**src/hdl/aes_pkg.sv**
```systemverilog
// aes_pkg: shared types, s-box tables and round functions for the aes-256 block
// depends on nothing
`timescale 1ns / 1ps

package aes_pkg;

  localparam int ROUNDS    = 14;
  localparam int KEY_ROWS  = ROUNDS + 1;
  localparam int IDX_W     = 4;
  localparam int CFG_IDX_W = 8;

  // configuration register indexes
  localparam logic [CFG_IDX_W-1:0] REG_KEY_WORD_3 = 8'd0;
  localparam logic [CFG_IDX_W-1:0] REG_KEY_WORD_2 = 8'd1;
  localparam logic [CFG_IDX_W-1:0] REG_KEY_WORD_1 = 8'd2;
  localparam logic [CFG_IDX_W-1:0] REG_KEY_WORD_0 = 8'd3;
  localparam logic [CFG_IDX_W-1:0] REG_IV_HIGH    = 8'd4;
  localparam logic [CFG_IDX_W-1:0] REG_IV_LOW     = 8'd5;
  localparam logic [CFG_IDX_W-1:0] REG_CHAIN_MODE = 8'd6;
  localparam logic [CFG_IDX_W-1:0] REG_DIRECTION  = 8'd7;

  localparam logic [7:0] RCON_FIRST = 8'h01;
  localparam logic [7:0] POLY       = 8'h1b;

  typedef enum logic [3:0] {
    ST_IDLE   = 4'b0001,
    ST_EXPAND = 4'b0010,
    ST_RUN    = 4'b0100,
    ST_DONE   = 4'b1000
  } ctrl_state_t;

  typedef struct packed {
    logic             load;      // input transaction, initial key add
    logic             step;      // one cipher round
    logic             finish;    // move result to output register
    logic             exp_step;  // one round key row
    logic [IDX_W-1:0] idx;       // round or key row number
  } dp_cmd_t;

  typedef struct packed {
    logic out_free;
  } dp_status_t;

  localparam logic [7:0] FWD_SBOX [256] = '{
    8'h63,8'h7c,8'h77,8'h7b,8'hf2,8'h6b,8'h6f,8'hc5,8'h30,8'h01,8'h67,8'h2b,8'hfe,8'hd7,8'hab,8'h76,
    8'hca,8'h82,8'hc9,8'h7d,8'hfa,8'h59,8'h47,8'hf0,8'had,8'hd4,8'ha2,8'haf,8'h9c,8'ha4,8'h72,8'hc0,
    8'hb7,8'hfd,8'h93,8'h26,8'h36,8'h3f,8'hf7,8'hcc,8'h34,8'ha5,8'he5,8'hf1,8'h71,8'hd8,8'h31,8'h15,
    8'h04,8'hc7,8'h23,8'hc3,8'h18,8'h96,8'h05,8'h9a,8'h07,8'h12,8'h80,8'he2,8'heb,8'h27,8'hb2,8'h75,
    8'h09,8'h83,8'h2c,8'h1a,8'h1b,8'h6e,8'h5a,8'ha0,8'h52,8'h3b,8'hd6,8'hb3,8'h29,8'he3,8'h2f,8'h84,
    8'h53,8'hd1,8'h00,8'hed,8'h20,8'hfc,8'hb1,8'h5b,8'h6a,8'hcb,8'hbe,8'h39,8'h4a,8'h4c,8'h58,8'hcf,
    8'hd0,8'hef,8'haa,8'hfb,8'h43,8'h4d,8'h33,8'h85,8'h45,8'hf9,8'h02,8'h7f,8'h50,8'h3c,8'h9f,8'ha8,
    8'h51,8'ha3,8'h40,8'h8f,8'h92,8'h9d,8'h38,8'hf5,8'hbc,8'hb6,8'hda,8'h21,8'h10,8'hff,8'hf3,8'hd2,
    8'hcd,8'h0c,8'h13,8'hec,8'h5f,8'h97,8'h44,8'h17,8'hc4,8'ha7,8'h7e,8'h3d,8'h64,8'h5d,8'h19,8'h73,
    8'h60,8'h81,8'h4f,8'hdc,8'h22,8'h2a,8'h90,8'h88,8'h46,8'hee,8'hb8,8'h14,8'hde,8'h5e,8'h0b,8'hdb,
    8'he0,8'h32,8'h3a,8'h0a,8'h49,8'h06,8'h24,8'h5c,8'hc2,8'hd3,8'hac,8'h62,8'h91,8'h95,8'he4,8'h79,
    8'he7,8'hc8,8'h37,8'h6d,8'h8d,8'hd5,8'h4e,8'ha9,8'h6c,8'h56,8'hf4,8'hea,8'h65,8'h7a,8'hae,8'h08,
    8'hba,8'h78,8'h25,8'h2e,8'h1c,8'ha6,8'hb4,8'hc6,8'he8,8'hdd,8'h74,8'h1f,8'h4b,8'hbd,8'h8b,8'h8a,
    8'h70,8'h3e,8'hb5,8'h66,8'h48,8'h03,8'hf6,8'h0e,8'h61,8'h35,8'h57,8'hb9,8'h86,8'hc1,8'h1d,8'h9e,
    8'he1,8'hf8,8'h98,8'h11,8'h69,8'hd9,8'h8e,8'h94,8'h9b,8'h1e,8'h87,8'he9,8'hce,8'h55,8'h28,8'hdf,
    8'h8c,8'ha1,8'h89,8'h0d,8'hbf,8'he6,8'h42,8'h68,8'h41,8'h99,8'h2d,8'h0f,8'hb0,8'h54,8'hbb,8'h16
  };

  localparam logic [7:0] INV_SBOX [256] = '{
    8'h52,8'h09,8'h6a,8'hd5,8'h30,8'h36,8'ha5,8'h38,8'hbf,8'h40,8'ha3,8'h9e,8'h81,8'hf3,8'hd7,8'hfb,
    8'h7c,8'he3,8'h39,8'h82,8'h9b,8'h2f,8'hff,8'h87,8'h34,8'h8e,8'h43,8'h44,8'hc4,8'hde,8'he9,8'hcb,
    8'h54,8'h7b,8'h94,8'h32,8'ha6,8'hc2,8'h23,8'h3d,8'hee,8'h4c,8'h95,8'h0b,8'h42,8'hfa,8'hc3,8'h4e,
    8'h08,8'h2e,8'ha1,8'h66,8'h28,8'hd9,8'h24,8'hb2,8'h76,8'h5b,8'ha2,8'h49,8'h6d,8'h8b,8'hd1,8'h25,
    8'h72,8'hf8,8'hf6,8'h64,8'h86,8'h68,8'h98,8'h16,8'hd4,8'ha4,8'h5c,8'hcc,8'h5d,8'h65,8'hb6,8'h92,
    8'h6c,8'h70,8'h48,8'h50,8'hfd,8'hed,8'hb9,8'hda,8'h5e,8'h15,8'h46,8'h57,8'ha7,8'h8d,8'h9d,8'h84,
    8'h90,8'hd8,8'hab,8'h00,8'h8c,8'hbc,8'hd3,8'h0a,8'hf7,8'he4,8'h58,8'h05,8'hb8,8'hb3,8'h45,8'h06,
    8'hd0,8'h2c,8'h1e,8'h8f,8'hca,8'h3f,8'h0f,8'h02,8'hc1,8'haf,8'hbd,8'h03,8'h01,8'h13,8'h8a,8'h6b,
    8'h3a,8'h91,8'h11,8'h41,8'h4f,8'h67,8'hdc,8'hea,8'h97,8'hf2,8'hcf,8'hce,8'hf0,8'hb4,8'he6,8'h73,
    8'h96,8'hac,8'h74,8'h22,8'he7,8'had,8'h35,8'h85,8'he2,8'hf9,8'h37,8'he8,8'h1c,8'h75,8'hdf,8'h6e,
    8'h47,8'hf1,8'h1a,8'h71,8'h1d,8'h29,8'hc5,8'h89,8'h6f,8'hb7,8'h62,8'h0e,8'haa,8'h18,8'hbe,8'h1b,
    8'hfc,8'h56,8'h3e,8'h4b,8'hc6,8'hd2,8'h79,8'h20,8'h9a,8'hdb,8'hc0,8'hfe,8'h78,8'hcd,8'h5a,8'hf4,
    8'h1f,8'hdd,8'ha8,8'h33,8'h88,8'h07,8'hc7,8'h31,8'hb1,8'h12,8'h10,8'h59,8'h27,8'h80,8'hec,8'h5f,
    8'h60,8'h51,8'h7f,8'ha9,8'h19,8'hb5,8'h4a,8'h0d,8'h2d,8'he5,8'h7a,8'h9f,8'h93,8'hc9,8'h9c,8'hef,
    8'ha0,8'he0,8'h3b,8'h4d,8'hae,8'h2a,8'hf5,8'hb0,8'hc8,8'heb,8'hbb,8'h3c,8'h83,8'h53,8'h99,8'h61,
    8'h17,8'h2b,8'h04,8'h7e,8'hba,8'h77,8'hd6,8'h26,8'he1,8'h69,8'h14,8'h63,8'h55,8'h21,8'h0c,8'h7d
  };

  // multiply by x in gf(2^8)
  function automatic logic [7:0] xtime(input logic [7:0] a);
    xtime = {a[6:0], 1'b0} ^ (a[7] ? POLY : 8'h00);
  endfunction

  // multiply by a 4-bit constant coefficient
  function automatic logic [7:0] gmul(input logic [7:0] a, input logic [3:0] c);
    logic [7:0] x2, x4, x8;
    x2 = xtime(a);
    x4 = xtime(x2);
    x8 = xtime(x4);
    gmul = (c[0] ? a : 8'h00) ^ (c[1] ? x2 : 8'h00) ^ (c[2] ? x4 : 8'h00) ^
           (c[3] ? x8 : 8'h00);
  endfunction

  function automatic logic [31:0] sub_word(input logic [31:0] w);
    sub_word = {FWD_SBOX[w[31:24]], FWD_SBOX[w[23:16]], FWD_SBOX[w[15:8]], FWD_SBOX[w[7:0]]};
  endfunction

  // byte i of the state sits at bits [127-8i -: 8]
  function automatic logic [127:0] sub_bytes(input logic [127:0] s, input logic inv);
    logic [127:0] t;
    t = '0;
    for (int i = 0; i < 16; i++) begin
      t[127-8*i -: 8] = inv ? INV_SBOX[s[127-8*i -: 8]] : FWD_SBOX[s[127-8*i -: 8]];
    end
    sub_bytes = t;
  endfunction

  function automatic logic [127:0] shift_rows(input logic [127:0] s, input logic inv);
    logic [127:0] t;
    t = '0;
    for (int c = 0; c < 4; c++) begin
      for (int r = 0; r < 4; r++) begin
        if (inv) begin
          t[127-8*(4*((c+r)%4)+r) -: 8] = s[127-8*(4*c+r) -: 8];
        end else begin
          t[127-8*(4*c+r) -: 8] = s[127-8*(4*((c+r)%4)+r) -: 8];
        end
      end
    end
    shift_rows = t;
  endfunction

  function automatic logic [127:0] mix_columns(input logic [127:0] s, input logic inv);
    logic [127:0] t;
    logic [3:0]   m [4];
    logic [7:0]   acc;
    t = '0;
    if (inv) begin
      m[0] = 4'd14; m[1] = 4'd11; m[2] = 4'd13; m[3] = 4'd9;
    end else begin
      m[0] = 4'd2; m[1] = 4'd3; m[2] = 4'd1; m[3] = 4'd1;
    end
    for (int c = 0; c < 4; c++) begin
      for (int r = 0; r < 4; r++) begin
        acc = 8'h00;
        for (int j = 0; j < 4; j++) begin
          acc = acc ^ gmul(s[127-8*(4*c+j) -: 8], m[(j-r+4)%4]);
        end
        t[127-8*(4*c+r) -: 8] = acc;
      end
    end
    mix_columns = t;
  endfunction

endpackage

```
**src/hdl/aes_ctrl.sv**
```systemverilog
// aes_ctrl: sequencer for key expansion and the round loop
// depends on aes_pkg
`timescale 1ns / 1ps

module aes_ctrl (
  input  logic                               clk,
  input  logic                               rst,
  input  logic                               in_valid,
  output logic                               in_ready,
  input  logic                               cfg_valid,
  output logic                               cfg_ready,
  input  logic [aes_pkg::CFG_IDX_W-1:0]      cfg_index,
  input  aes_pkg::dp_status_t                status,
  output aes_pkg::dp_cmd_t                   cmd
);

  aes_pkg::ctrl_state_t            state, state_next;
  logic [aes_pkg::IDX_W-1:0]       idx, idx_next;
  logic                            key_write;
  logic                            in_fire;
  logic                            idx_last;

  assign cfg_ready = (state == aes_pkg::ST_IDLE);
  assign in_ready  = (state == aes_pkg::ST_IDLE) && !cfg_valid;
  assign in_fire   = in_valid && in_ready;
  assign idx_last  = (idx == aes_pkg::IDX_W'(aes_pkg::ROUNDS));
  assign key_write = cfg_valid && cfg_ready &&
                     (cfg_index == aes_pkg::REG_KEY_WORD_3 ||
                      cfg_index == aes_pkg::REG_KEY_WORD_2 ||
                      cfg_index == aes_pkg::REG_KEY_WORD_1 ||
                      cfg_index == aes_pkg::REG_KEY_WORD_0);

  always_comb begin
    state_next = state;
    idx_next   = idx;
    cmd        = '0;
    cmd.idx    = idx;
    case (state)
      aes_pkg::ST_IDLE: begin
        if (key_write) begin
          state_next = aes_pkg::ST_EXPAND;
          idx_next   = '0;
        end else if (in_fire) begin
          cmd.load   = 1'b1;
          state_next = aes_pkg::ST_RUN;
          idx_next   = aes_pkg::IDX_W'(1);
        end
      end
      aes_pkg::ST_EXPAND: begin
        cmd.exp_step = 1'b1;
        idx_next     = idx + 1'b1;
        if (idx_last) begin
          state_next = aes_pkg::ST_IDLE;
        end
      end
      aes_pkg::ST_RUN: begin
        cmd.step = 1'b1;
        idx_next = idx + 1'b1;
        if (idx_last) begin
          state_next = aes_pkg::ST_DONE;
        end
      end
      aes_pkg::ST_DONE: begin
        if (status.out_free) begin
          cmd.finish = 1'b1;
          state_next = aes_pkg::ST_IDLE;
        end
      end
      default: begin
        state_next = aes_pkg::ST_IDLE;
      end
    endcase
  end

  always_ff @(posedge clk) begin
    if (rst) begin
      state <= aes_pkg::ST_IDLE;
      idx   <= '0;
    end else begin
      state <= state_next;
      idx   <= idx_next;
    end
  end

endmodule

```
**config.mk**
```make
export PLATFORM = sky130hd
export DESIGN_NAME = aes_ctrl
export DESIGN_NICKNAME = d
export VERILOG_FILES = /design/src/hdl/aes_pkg.sv /design/src/hdl/aes_ctrl.sv
export SDC_FILE = /design/constraint.sdc
export NUM_CORES = 1
export LEC_CHECK = 0
export BUFFER_PORTS_ARGS = -buffer_cell sky130_fd_sc_hd__buf_2
export CORE_UTILIZATION = 35
export CTS_BUF_LIST = sky130_fd_sc_hd__clkbuf_8
export CTS_CLUSTER_SIZE = 12
export DETAILED_ROUTE_END_ITERATION = 7
export PLACE_DENSITY_LB_ADDON = 0.08
export SLEW_MARGIN = 10
export SYNTH_ARGS = -nofsm -noshare
export SYNTH_HDL_FRONTEND = slang
export SYNTH_SLANG_ARGS = --single-unit
```
**constraint.sdc**
```tcl
create_clock -name clk -period 5.18 [get_ports clk]
set_clock_uncertainty 0.15 [all_clocks]
set_input_delay 0.518 -clock clk [delete_from_list [all_inputs] [get_ports clk]]
set_output_delay 0.518 -clock clk [all_outputs]
set_load 0.02 [all_outputs]
```
==> impl_metrics.tcl <==
set metrics [dict create \
    drt_iter0_drc 4 \
    rows 13 \
    crit_fanout 10 \
    synth_enable_flop_cells 0 \
    power_frac_seq 0.380 \
    required_ns 4.51 \
    dr.pass1.iters 2 \
    async_flop_share 0 \
    endpoint_kind "output port" \
    cts_buffers 3 \
    synth_fp_nets 79 \
    worst_pin_slew_ns 0.6698 \
    r2r_setup_slack_ns 3.33 \
    setup-violations-final 0 \
    grt_max_degree 11 \
    synth-main-ff-cell "dfxtp_1" \
    grt_overflow_total 0 \
    maxSlewViolCount 0 \
    switching_share 0.2709 \
    die_area_sq_um 1698 \
    crit_path_start_kind "flip-flop" \
    dieHeight_um 41.21 \
    gp_congestion 0.6474 \
    p_int_w 0.0001301 \
    power_frac_comb 0.209 \
    io_pins 23 \
    clock_latency_ns 0.22 \
    power_density_nw_per_um2 268.1 \
    core_sq_um 1366 \
    multi_input_area_sq_um 330.3 \
    antenna_left 0 \
    clock-root-buffer "clkbuf_8" \
    clockBufferDepth 2 \
    hp-class "reg2reg" \
    synth_area_leaders "dfxtp_1 30%, a21oi_1 6.5%, ha_1 4.7%, buf_6 4.2%, nor2_1 4.2%" \
    critPathKind "reg2out" \
    synthToLayoutAreaGrowth_pct 23.72 \
    tns_ns 0 \
    slew_headroom 0.5493 \
    regArea_sq_um 160.2 \
    switchingPower_w 0.00004835 \
    num_vias 523 \
    pwr-share-clk 0.411 \
    h-tree-depth 1 \
    min_period_ns 2.400 \
    yosysMostFrequentCell "dfxtp_1" \
    wire_per_inst_um 11.58 \
    die_w_um 41.21 \
    vdd_drop_max_mv 0.1414 \
    rsz0062_at_grt "false" \
    drc 0 \
    tritoncts "done" \
    drive_gt1_frac 0.3690 \
    clkTransAtPathRegs_ns 0.04 \
    viasPerCell 5.283 \
    cts_sinks 8 \
    grt_pass1_wl_um 1731 \
    antenna_cells 0 \
    synthDistinctLibCells 31 \
    antenna_found_initial 0 \
    ys_seq_area_frac 0.2977 \
    max_freq_mhz 416.7 \
    cts_setup_buffers 0 \
    netlist_area_sq_um 538.0 \
    p_leak_nw 0.2833 \
    post_cts_resized 0 \
    finalHoldViolCount 0 \
    yosysTopAreaCell "dfxtp_1" \
    nets 101 \
    finalWirelength_um 1146 \
    max-cap-violations 0 \
    synth.top_cells.by_count "8 x dfxtp_1, 7 x a21oi_1, 6 x nor2_1" \
    ys_warn_count 0 \
    status "finished, final reports clean" \
    cts_hold_buf 0 \
    synth_cells 64 \
    syn_area_per_cell_sq_um 8.407 \
    fill_cells 153 \
    post_dp_cell_area_sq_um 624.3 \
    io_buffer_count 20 \
    final_core_utilization 0.4872 \
    dp_hpwl_um 880.7 \
    final_area_sq_um 665.6 \
    synth_top_area_share 0.2977 \
    placedCellCount 96 \
    ys_seq_elements 8 \
    period_share 0.4633 \
    grt_pass1_vias 414 \
    layout.cells.non_filler 99 \
    grt.total_usage 0.1663 \
    start_util 0.3938 \
    critPathArrivalTime_ns 1.73 \
]
## placed cells by master, fill, tap and decap left out, drive strengths merged, types with 2 or more instances in the layout
cell	netlist	final
o21ai	3	3
a211oi	3	3
ha	2	2
nor4	2	2
a21oi	8	8
inv	4	4
dfxtp	8	8
and2	2	2
nor3	3	3
buf	2	20
nand2	3	3
nand3	3	3
nor2	6	6
clkbuf	0	3
nand2b	2	2
nor3b	2	2
## critical path, stage by stage, from the launching register on
cell     delay (ns)
dfxtp_1        0.39
or4b_4         0.64
inv_2          0.11
and2_1         0.18
buf_2          0.18
## flip-flops by register name, indices dropped and copies added, names as in the netlist
name   flops
idx        4
state      4
## layout make-up
type	instances	area share
multi-input cells	49	0.4962
inverters	4	0.02256
clock buffers	3	0.06203
flip-flops and latches	8	0.2406
well taps	15	0.02820
repair buffers	20	0.1504
## power by group through the flow
| stage | Combinational [W] | Clock (W) | Sequential (W) |
|---|---|---|---|
| 2_1_floorplan | 0.0000289 | 0 | 0.0000689 |
| 3_3_place_gp | 0.0000374 | 0 | 0.0000688 |
| 3_5_place_dp | 0.0000374 | 0 | 0.0000688 |
| 4_1_cts | 0.0000378 | 0.0000761 | 0.0000678 |
| 5_1_grt | 0.0000414 | 0.0000788 | 0.0000682 |
| 6_report | 0.0000373 | 0.0000733 | 0.0000679 |
## final timing paths
path | from | to | cells past startpoint
worst max-delay path | state[1]$_SDFFE_PP0P_ | cmd[7] | 4
worst min-delay path | idx[2]$_SDFFE_PP0P_ | idx[2]$_SDFFE_PP0P_ | 1
worst max register to register | state[1]$_SDFFE_PP0P_ | idx[2]$_SDFFE_PP0P_ | 4
worst min register to register | idx[2]$_SDFFE_PP0P_ | idx[2]$_SDFFE_PP0P_ | 1
## kinds of logic after synthesis
| kind of cell | share of synthesized area |
|---|---|
| simple gates | 0.2884 |
| buf+inv | 0.08836 |
| fa+ha+maj | 0.04650 |
| xor+xnor | 0.03256 |
| compound gates | 0.2465 |
| flops | 0.2977 |
## per-stage QoR
step	setup slack, ns	total power (W)	hold WS [ns]
final	2.780	0.0001785	0.3818
after global routing	2.726	0.0001884	0.4154
after CTS	2.781	0.0001817	0.3903
after detailed placement	3.035	0.0001062	0.3730
after global placement	3.035	0.0001062	0.3704
after floorplan	3.038	0.00009779	0.3522
## metal layers
layer,part of all wire,wire [um],track usage
met5,0,0,0
met4,0.012,14,0.1210
met3,0.047,54,0.03261
met2,0.43,495,0.2344
met1,0.51,583,0.2208
(Power assumes the default switching activity.)
